==> src/rtl/core/floppy_controller_register_surface_assert.svh <==
// ----------------------------------------------------------------------------
// floppy controller register surface assertion macros
// shared concurrent assertion helpers, clocked on aclk, off during reset
// ----------------------------------------------------------------------------
`ifndef FLOPPY_CONTROLLER_REGISTER_SURFACE_ASSERT_SVH
`define FLOPPY_CONTROLLER_REGISTER_SURFACE_ASSERT_SVH

// property that holds at every edge out of reset
`define FCRS_ASSERT_ALWAYS(label, expr, msg) \
    label: assert property (@(posedge aclk) disable iff (!aresetn) (expr)) \
        else $error(msg);

// condition at one edge implies consequence at the next edge
`define FCRS_ASSERT_NEXT(label, ante, cons, msg) \
    label: assert property (@(posedge aclk) disable iff (!aresetn) (ante) |=> (cons)) \
        else $error(msg);

`endif

==> src/rtl/core/fcrs_pkg.sv <==
// ----------------------------------------------------------------------------
// fcrs_pkg
// types, port and command codes for the floppy controller register surface
// ----------------------------------------------------------------------------
`timescale 1ns / 1ps
`default_nettype none

package fcrs_pkg;

    localparam int FIFO_DEPTH = 16;
    localparam int FIFO_AW    = $clog2(FIFO_DEPTH);
    localparam int LEN_W      = 3;

    // access kinds
    localparam logic OP_READ  = 1'b0;
    localparam logic OP_WRITE = 1'b1;

    // port offsets
    localparam logic [2:0] PORT_SRA  = 3'd1;
    localparam logic [2:0] PORT_DOR  = 3'd2;
    localparam logic [2:0] PORT_TDR  = 3'd3;
    localparam logic [2:0] PORT_MSR  = 3'd4;
    localparam logic [2:0] PORT_FIFO = 3'd5;
    localparam logic [2:0] PORT_DIR  = 3'd7;

    // opcodes
    localparam logic [6:0] CMD_LOCK_LOW = 7'h14;
    localparam logic [7:0] CMD_SPECIFY  = 8'h03;
    localparam logic [7:0] CMD_SENSE    = 8'h08;
    localparam logic [7:0] CMD_VERSION  = 8'h10;
    localparam logic [7:0] CMD_PERP     = 8'h12;
    localparam logic [7:0] CMD_CONFIG   = 8'h13;
    localparam logic [7:0] CMD_PART_ID  = 8'h18;

    // result and status bytes
    localparam logic [7:0] RES_LOCKED   = 8'h10;
    localparam logic [7:0] RES_UNLOCKED = 8'h00;
    localparam logic [7:0] RES_VERSION  = 8'h90;
    localparam logic [7:0] RES_PART_ID  = 8'h41;
    localparam logic [7:0] ST0_INVALID  = 8'h80;
    localparam logic [7:0] ST0_POLL     = 8'hC0;
    localparam logic [7:0] MSR_READY    = 8'h80;
    localparam logic [7:0] MSR_BUSY     = 8'h90;
    localparam logic [7:0] MSR_RESULT   = 8'hD0;
    localparam logic [7:0] DOR_RESET    = 8'h0C;
    localparam logic [7:0] RD_OPEN      = 8'hFF;
    localparam logic [2:0] SENSE_POLLS  = 3'd4;

    typedef struct packed {
        logic       operation;
        logic [2:0] port_offset;
        logic [7:0] write_data;
    } access_t;

    typedef struct packed {
        logic [7:0] read_data;
        logic       irq;
    } result_t;

    function automatic logic [LEN_W-1:0] length_of(input logic [7:0] op);
        logic [LEN_W-1:0] len;
        len = LEN_W'(1);
        if (op == CMD_SPECIFY) len = LEN_W'(3);
        if (op == CMD_CONFIG)  len = LEN_W'(4);
        if (op == CMD_PERP)    len = LEN_W'(2);
        return len;
    endfunction

    function automatic logic [FIFO_AW:0] len_ext(input logic [LEN_W-1:0] len);
        return {{(FIFO_AW + 1 - LEN_W){1'b0}}, len};
    endfunction

    function automatic logic [FIFO_AW:0] pos_ext(input logic [FIFO_AW-1:0] pos);
        return {1'b0, pos};
    endfunction

    function automatic logic [FIFO_AW-1:0] pos_inc(input logic [FIFO_AW-1:0] pos);
        return (pos == FIFO_AW'(FIFO_DEPTH - 1)) ? '0 : pos + FIFO_AW'(1);
    endfunction

endpackage

`default_nettype wire

==> src/rtl/core/fcrs_core.sv <==
// ----------------------------------------------------------------------------
// fcrs_core
// register state, command/result fifo and per-access decode of the controller
// ----------------------------------------------------------------------------
`timescale 1ns / 1ps
`default_nettype none
`include "floppy_controller_register_surface_assert.svh"

module fcrs_core (
    input  wire logic              aclk,
    input  wire logic              aresetn,
    input  wire logic              en,
    input  wire fcrs_pkg::access_t acc,
    output fcrs_pkg::result_t      res
);
    import fcrs_pkg::*;

    logic [7:0]         dor_reg, dor_next;
    logic [7:0]         tdr_reg, tdr_next;
    logic [7:0]         dsr_reg, dsr_next;
    logic [7:0]         ccr_reg, ccr_next;
    logic [7:0]         cfg_byte_reg, cfg_byte_next;
    logic [7:0]         precomp_reg, precomp_next;
    logic [2:0]         perp_reg, perp_next;
    logic               lock_reg, lock_next;
    logic [7:0]         st0_base_reg, st0_base_next;
    logic [2:0]         polls_reg, polls_next;
    logic               irq_reg, irq_next;
    logic [FIFO_AW-1:0] pos_reg, pos_next;
    logic [LEN_W-1:0]   len_reg, len_next;
    logic               result_reg, result_next;
    logic [7:0]         opcode_reg, opcode_next;
    logic [7:0]         fifo_reg  [FIFO_DEPTH];
    logic [7:0]         fifo_next [FIFO_DEPTH];

    logic [7:0]         msr;
    logic [7:0]         rd;
    logic [7:0]         wd;
    logic [FIFO_AW-1:0] npos;
    logic               first;
    logic [LEN_W-1:0]   cmd_len;
    logic [7:0]         cmd_op;
    logic               cmd_done;
    logic               rd_last;
    logic               dor_rise;

    assign wd       = acc.write_data;
    assign npos     = pos_inc(pos_reg);
    assign first    = (pos_reg == '0);
    assign cmd_len  = first ? length_of(wd) : len_reg;
    assign cmd_op   = first ? wd : opcode_reg;
    assign cmd_done = (pos_ext(npos) == len_ext(cmd_len));
    assign rd_last  = (pos_ext(npos) == len_ext(len_reg));
    assign dor_rise = wd[2] && !dor_reg[2];
    assign msr      = result_reg ? MSR_RESULT : (first ? MSR_READY : MSR_BUSY);

    always_comb begin
        dor_next      = dor_reg;
        tdr_next      = tdr_reg;
        dsr_next      = dsr_reg;
        ccr_next      = ccr_reg;
        cfg_byte_next = cfg_byte_reg;
        precomp_next  = precomp_reg;
        perp_next     = perp_reg;
        lock_next     = lock_reg;
        st0_base_next = st0_base_reg;
        polls_next    = polls_reg;
        irq_next      = irq_reg;
        pos_next      = pos_reg;
        len_next      = len_reg;
        result_next   = result_reg;
        opcode_next   = opcode_reg;
        fifo_next     = fifo_reg;
        rd            = 8'h00;

        if (acc.operation == OP_WRITE) begin
            unique case (acc.port_offset)
                PORT_DOR: begin
                    if (dor_rise) begin
                        result_next   = 1'b0;
                        len_next      = LEN_W'(1);
                        pos_next      = '0;
                        st0_base_next = ST0_POLL;
                        polls_next    = SENSE_POLLS;
                        irq_next      = 1'b1;
                    end
                    dor_next = wd;
                end
                PORT_TDR: tdr_next = wd;
                PORT_MSR: dsr_next = wd;
                PORT_DIR: ccr_next = wd;
                PORT_FIFO: begin
                    if (!result_reg) begin
                        fifo_next[pos_reg] = wd;
                        if (first) begin
                            opcode_next = wd;
                            len_next    = cmd_len;
                        end
                        if (!cmd_done) begin
                            pos_next = npos;
                        end else begin
                            pos_next = '0;
                            if (cmd_op[6:0] == CMD_LOCK_LOW) begin
                                lock_next    = cmd_op[7];
                                fifo_next[0] = cmd_op[7] ? RES_LOCKED : RES_UNLOCKED;
                                result_next  = 1'b1;
                                len_next     = LEN_W'(1);
                            end else begin
                                unique case (cmd_op)
                                    CMD_SENSE: begin
                                        if (polls_reg != 3'd0) begin
                                            fifo_next[0] = ST0_POLL |
                                                {6'b0, 2'(SENSE_POLLS - polls_reg)};
                                            polls_next   = polls_reg - 3'd1;
                                        end else if (irq_reg) begin
                                            fifo_next[0] = st0_base_reg | {6'b0, dor_reg[1:0]};
                                        end else begin
                                            fifo_next[0] = ST0_INVALID;
                                        end
                                        fifo_next[1] = 8'h00;
                                        result_next  = 1'b1;
                                        len_next     = LEN_W'(2);
                                    end
                                    CMD_VERSION: begin
                                        fifo_next[0] = RES_VERSION;
                                        result_next  = 1'b1;
                                        len_next     = LEN_W'(1);
                                    end
                                    CMD_PART_ID: begin
                                        fifo_next[0] = RES_PART_ID;
                                        result_next  = 1'b1;
                                        len_next     = LEN_W'(1);
                                    end
                                    CMD_SPECIFY: begin
                                        len_next = LEN_W'(1);
                                    end
                                    CMD_CONFIG: begin
                                        cfg_byte_next = fifo_reg[2];
                                        precomp_next  = wd;
                                        len_next      = LEN_W'(1);
                                    end
                                    CMD_PERP: begin
                                        if (wd[7]) perp_next = wd[2:0];
                                        len_next = LEN_W'(1);
                                    end
                                    default: begin
                                        fifo_next[0] = ST0_INVALID;
                                        result_next  = 1'b1;
                                        len_next     = LEN_W'(1);
                                    end
                                endcase
                            end
                        end
                    end
                end
                default: ;
            endcase
        end else begin
            unique case (acc.port_offset)
                PORT_SRA: rd = 8'h00;
                PORT_DOR: rd = dor_reg;
                PORT_TDR: rd = tdr_reg;
                PORT_MSR: rd = msr;
                PORT_FIFO: begin
                    if (result_reg) begin
                        rd = fifo_reg[pos_reg];
                        if (rd_last) begin
                            result_next = 1'b0;
                            len_next    = LEN_W'(1);
                            pos_next    = '0;
                            irq_next    = 1'b0;
                        end else begin
                            pos_next = npos;
                        end
                    end
                end
                PORT_DIR: rd = 8'h00;
                default:  rd = RD_OPEN;
            endcase
        end
    end

    assign res.read_data = rd;
    assign res.irq       = irq_next;

    always_ff @(posedge aclk) begin
        if (!aresetn) begin
            dor_reg      <= DOR_RESET;
            tdr_reg      <= 8'h00;
            dsr_reg      <= 8'h00;
            ccr_reg      <= 8'h00;
            cfg_byte_reg <= 8'h00;
            precomp_reg  <= 8'h00;
            perp_reg     <= 3'd0;
            lock_reg     <= 1'b0;
            st0_base_reg <= 8'h00;
            polls_reg    <= 3'd0;
            irq_reg      <= 1'b0;
            pos_reg      <= '0;
            len_reg      <= LEN_W'(1);
            result_reg   <= 1'b0;
            opcode_reg   <= 8'h00;
        end else if (en) begin
            dor_reg      <= dor_next;
            tdr_reg      <= tdr_next;
            dsr_reg      <= dsr_next;
            ccr_reg      <= ccr_next;
            cfg_byte_reg <= cfg_byte_next;
            precomp_reg  <= precomp_next;
            perp_reg     <= perp_next;
            lock_reg     <= lock_next;
            st0_base_reg <= st0_base_next;
            polls_reg    <= polls_next;
            irq_reg      <= irq_next;
            pos_reg      <= pos_next;
            len_reg      <= len_next;
            result_reg   <= result_next;
            opcode_reg   <= opcode_next;
        end
    end

    // fifo contents hold payload only
    always_ff @(posedge aclk) begin
        if (en) begin
            fifo_reg <= fifo_next;
        end
    end

    logic reset_write;
    logic reset_taken;
    logic pos_in_result;
    logic pos_in_command;

    assign reset_write    = en && (acc.operation == OP_WRITE) &&
                            (acc.port_offset == PORT_DOR) && dor_rise;
    assign reset_taken    = irq_reg && !result_reg && (pos_reg == '0) &&
                            (polls_reg == SENSE_POLLS);
    assign pos_in_result  = pos_ext(pos_reg) < len_ext(len_reg);
    assign pos_in_command = pos_ext(pos_reg) < len_ext(LEN_W'(4));

    `FCRS_ASSERT_ALWAYS(a_result_pos, !result_reg || pos_in_result, "result position past length")
    `FCRS_ASSERT_ALWAYS(a_command_pos, result_reg || pos_in_command, "command position too far")
    `FCRS_ASSERT_ALWAYS(a_polls_range, polls_reg <= SENSE_POLLS, "sense poll count out of range")
    `FCRS_ASSERT_NEXT(a_ctrl_reset, reset_write, reset_taken, "controller reset not taken")

endmodule

`default_nettype wire

==> src/rtl/core/floppy_controller_register_surface.sv <==
// ----------------------------------------------------------------------------
// floppy_controller_register_surface
// bus access stream in, read data and interrupt level stream out
// ----------------------------------------------------------------------------
// an accepted input beat passes the input and output registers to m_axis
// throughput: one access per cycle if m_axis is ready; one state update per access
// a stalled result holds in the output register while the input register
// still takes one more beat
// reset: synchronous active-low aresetn clears both stages and all control state
`timescale 1ns / 1ps
`default_nettype none

module floppy_controller_register_surface (
    input  wire logic        aclk,
    input  wire logic        aresetn,
    input  wire logic        s_axis_tvalid,
    output logic             s_axis_tready,
    input  wire logic [15:0] s_axis_tdata,  // [2:0] port_offset, [10:3] write_data
    input  wire logic        s_axis_tuser,  // [0] operation
    output logic             m_axis_tvalid,
    input  wire logic        m_axis_tready,
    output logic [15:0]      m_axis_tdata   // [7:0] read_data, [8] irq
);
    import fcrs_pkg::*;

    logic    in_valid_reg;
    access_t in_acc_reg;
    logic    out_valid_reg;
    result_t out_res_reg;
    result_t core_res;
    logic    advance;

    assign advance       = !out_valid_reg || m_axis_tready;
    assign s_axis_tready = !in_valid_reg || advance;

    always_ff @(posedge aclk) begin
        if (!aresetn) begin
            in_valid_reg  <= 1'b0;
            out_valid_reg <= 1'b0;
        end else begin
            if (s_axis_tready) in_valid_reg <= s_axis_tvalid;
            if (advance)       out_valid_reg <= in_valid_reg;
        end
    end

    // beat payloads
    always_ff @(posedge aclk) begin
        if (s_axis_tvalid && s_axis_tready) begin
            in_acc_reg.operation   <= s_axis_tuser;
            in_acc_reg.port_offset <= s_axis_tdata[2:0];
            in_acc_reg.write_data  <= s_axis_tdata[10:3];
        end
        if (advance && in_valid_reg) begin
            out_res_reg <= core_res;
        end
    end

    fcrs_core u_core (
        .aclk    (aclk),
        .aresetn (aresetn),
        .en      (in_valid_reg && advance),
        .acc     (in_acc_reg),
        .res     (core_res)
    );

    assign m_axis_tvalid = out_valid_reg;
    assign m_axis_tdata  = {7'b0, out_res_reg.irq, out_res_reg.read_data};

endmodule

`default_nettype wire

==> config.mk <==
export PLATFORM = sky130hd
export DESIGN_NAME = floppy_controller_register_surface
export DESIGN_NICKNAME = d
export VERILOG_FILES = /design/src/rtl/core/fcrs_pkg.sv /design/src/rtl/core/fcrs_core.sv /design/src/rtl/core/floppy_controller_register_surface.sv
export VERILOG_INCLUDE_DIRS = /design/src /design/src/rtl/core
export SDC_FILE = /design/constraint.sdc
export NUM_CORES = 1
export LEC_CHECK = 0
export BUFFER_PORTS_ARGS = -buffer_cell sky130_fd_sc_hd__buf_2
export CAP_MARGIN = 25
export CORE_MARGIN = 10
export CORE_UTILIZATION = 53
export CTS_BUF_LIST = sky130_fd_sc_hd__clkbuf_4 sky130_fd_sc_hd__clkbuf_8
export DETAILED_ROUTE_END_ITERATION = 10
export PLACE_DENSITY = 0.7
export SYNTH_ARGS = -nofsm -noshare
export SYNTH_HDL_FRONTEND = slang
export SYNTH_SLANG_ARGS = --single-unit
==> constraint.sdc <==
create_clock -name aclk -period 4.3 [get_ports aclk]
set_clock_uncertainty 0.2 [all_clocks]
set_input_delay 0.86 -clock aclk [delete_from_list [all_inputs] [get_ports aclk]]
set_output_delay 0.86 -clock aclk [all_outputs]
set_load 0.05 [all_outputs]
==> results_dict.tcl <==
set metrics [dict create \
    rows 46 \
    critPathMaxFanout 21 \
    leakagePower_nw 3.158 \
    synth_xor_area_share_pct 0.8807 \
    fmax_ghz 0.2803 \
    setup_violations 0 \
    drt-total-wl_um 19370 \
    holdWs_ns 0.2909 \
    routedWlPerCell_um 21.98 \
    fin_crit_sh_pct 82.98 \
    p_per_area_mw_per_mm2 357.2 \
    cts_max_level 4 \
    diodes 0 \
    critical_path_class "reg2reg" \
    drc 0 \
    power_frac_seq_pct 60.5 \
    first_pass_iters 5 \
    io_buffers 26 \
    ys_warn_count 0 \
    nNetsFinal 679 \
    synthAdderAreaFrac_pct 0.8807 \
    hold_viol 0 \
    synth-async-reset-ratio_pct 0 \
    root_buffer "clkbuf_8" \
    cts_hold_buf 0 \
    dieArea_mm2 0.02156 \
    worstSetupStartpointType "flip-flop" \
    synthesis.instances 621 \
    synth_compound_area_share_pct 8.396 \
    synth_edf_count 149 \
    peakVddDrop_mv 0.1957 \
    core-area_mm2 0.01583 \
    min_from "u_core.opcode_reg[7]$_SDFFE_PN0P_" \
    hold_class "reg2reg" \
    viasPerCell 6.100 \
    netlist_area_mm2 0.008524 \
    tns_ns 0 \
    clk_pin_slew_ns 0.10 \
    pwr-share-comb_pct 4.8 \
    switching_share_pct 24.69 \
    layout-drive-gt1-share_pct 20.30 \
    dp_hpwl_um 13090 \
    reg2reg_from "in_acc_reg[7]$_DFFE_PP_" \
    cts_buffer_depth 2 \
    cts_tree "built" \
    maxCapViolCount 0 \
    required_ns 4.31 \
    area_growth_pct 9.188 \
    hold_end "u_core.opcode_reg[7]$_SDFFE_PN0P_" \
    r2r_slack_ns 0.73 \
    reg2regPathDepth 6 \
    die_h_um 146.8 \
    final_common_cell "edfxtp_1" \
    antenna_left 0 \
    place.gp.congestion 0.8915 \
    grt_pass1_wl_um 30220 \
    switching_power_w 0.0008209 \
    start_util_pct 53.86 \
    grt_pass1_vias 5215 \
    crit_path_end_kind "flip-flop" \
    hold_depth 2 \
    synth_top_family_by_area "multiplexers" \
    die_x_um 146.8 \
    max_slew.worst_pin.slew_ns 1.051 \
    final_cell_mix "149 x edfxtp_1, 69 x nand2_1, 40 x mux4_2" \
    synth.avg_cell_area_um2 13.73 \
    clockPowerShare_pct 34.7 \
    cts_resized 0 \
    synth-simple-area-share_pct 11.93 \
    slew_headroom_pct 29.94 \
    timing.rr.end "u_core.fifo_reg[126]$_DFFE_PP_" \
    synthMuxAreaShare_pct 13.40 \
    largest_reg_flops 128 \
    maxSlewViolCount 0 \
    ys_types 63 \
    drt-initial-drc-count 510 \
    min_period_ns 3.568 \
    grt_max_degree 40 \
    clock_latency_ns 0.48 \
    post_cts_buffers 0 \
    rsz0062_at_grt "no" \
    status "finished clean" \
    io_pins 39 \
    cts_num_sinks 188 \
    grtUsageTotal_pct 18.13 \
    grt_overflow 0 \
    ys_seq_elements 188 \
    yosys_most_used_dff "edfxtp_1" \
    vias 5374 \
    critical_path_arrival_ns 3.58 \
    antenna_found_initial 1 \
    p_int_w 0.002504 \
    yosysSeqAreaShare_pct 61.65 \
    cts_buffers 17 \
]
==> synthesized netlist by cell type (all sizes together), types with 4 or more instances <==
| library cell | count | share of area [%] |
|---|---|---|
| o2111ai | 4 | 0.41 |
| a21boi | 11 | 0.97 |
| a211oi | 4 | 0.35 |
| dfxtp | 39 | 9.2 |
| o21ai | 18 | 1.1 |
| and2 | 7 | 0.51 |
| nand2b | 7 | 0.51 |
| nor4 | 7 | 0.59 |
| o32ai | 4 | 0.41 |
| a31oi | 4 | 0.29 |
| nand4 | 6 | 0.44 |
| nor3 | 11 | 0.65 |
| nor2b | 22 | 1.6 |
| nand2 | 70 | 3.1 |
| xor2 | 4 | 0.41 |
| mux2i | 23 | 2.7 |
| buf | 17 | 1.1 |
| inv | 15 | 0.66 |
| ha | 6 | 0.88 |
| clkbuf | 23 | 1.0 |
| o211ai | 4 | 0.41 |
| nor2 | 26 | 1.1 |
| edfxtp | 149 | 52 |
| nand3 | 15 | 0.88 |
| a21oi | 39 | 2.3 |
| nand3b | 4 | 0.35 |
| mux4 | 40 | 11 |
==> final cells by class <==
cell class              count  area (µm²)
repair buffers             46       280.3
clock inverters            15       153.9
inverters                  15       56.30
flip-flops and latches    188        5256
well taps                 216       270.3
fillers                  1271        6520
clock buffers              17       234.0
multi-input cells         384        3057
==> metal layers <==
layer	track usage (%)	wire [µm]	vias up
met1	24.45	8504	2736
li1	-	-	2425
met3	4.146	1152	26
met5	0	0	-
met4	6.607	452	0
met2	28.17	9257	187
==> critical path, cell delays in order, from the launching register on <==
cell,delay [ns]
edfxtp_1,0.74
nor4_2,0.71
nand4_1,0.26
a211oi_1,0.45
o211ai_2,0.24
nor2_1,0.52
o32ai_1,0.18
==> power groups by stage <==
stage | clock, W | sequential, W | combinational [W]
after floorplan | 0 | 0.00205 | 0.000110
after global placement | 0 | 0.00205 | 0.000156
after detailed placement | 0 | 0.00205 | 0.000159
after CTS | 0.00117 | 0.00201 | 0.000159
after global routing | 0.00124 | 0.00202 | 0.000173
final | 0.00115 | 0.00201 | 0.000159
==> per-stage QoR <==
stage | instance area [µm²] | util (%) | cells | total power, W | worst slack [ns]
final | 9308 | 58.81 | 881 | 0.003325 | 0.7319
after global routing | 9308 | 58.81 | 881 | 0.003427 | 0.5150
after CTS | 9308 | 58.81 | 881 | 0.003335 | 0.8165
after detailed placement | 8920 | 56.36 | 849 | 0.002211 | 0.8531
after global placement | 8920 | 56.36 | 849 | 0.002206 | 0.9126
after floorplan | 8547 | - | 627 | 0.002157 | 0.5008
==> worst max path at each step <==
stage / start / endpoint / slack [ns] / depth (start not counted)
after floorplan: u_core.pos_reg[0]$_SDFFE_PN0P_ / u_core.fifo_reg[48]$_DFFE_PP_ / 0.50 / 10
after global placement: in_acc_reg[7]$_DFFE_PP_ / u_core.fifo_reg[126]$_DFFE_PP_ / 0.91 / 6
after detailed placement: in_acc_reg[7]$_DFFE_PP_ / u_core.fifo_reg[127]$_DFFE_PP_ / 0.85 / 6
after CTS: in_acc_reg[7]$_DFFE_PP_ / u_core.fifo_reg[126]$_DFFE_PP_ / 0.82 / 6
after global routing: in_acc_reg[7]$_DFFE_PP_ / u_core.fifo_reg[126]$_DFFE_PP_ / 0.52 / 6
final: in_acc_reg[7]$_DFFE_PP_ / u_core.fifo_reg[126]$_DFFE_PP_ / 0.73 / 6
==> kinds of logic after synthesis <==
logic type / after synthesis
XOR/XNOR: 7
other: 1
AO/OA/AOI/OAI: 104
AND/OR/NAND/NOR: 196
buffers and inverters: 55
multiplexers: 64
flip-flops: 188
adder cells (fa/ha/maj): 6
(Power assumes the default switching activity.)
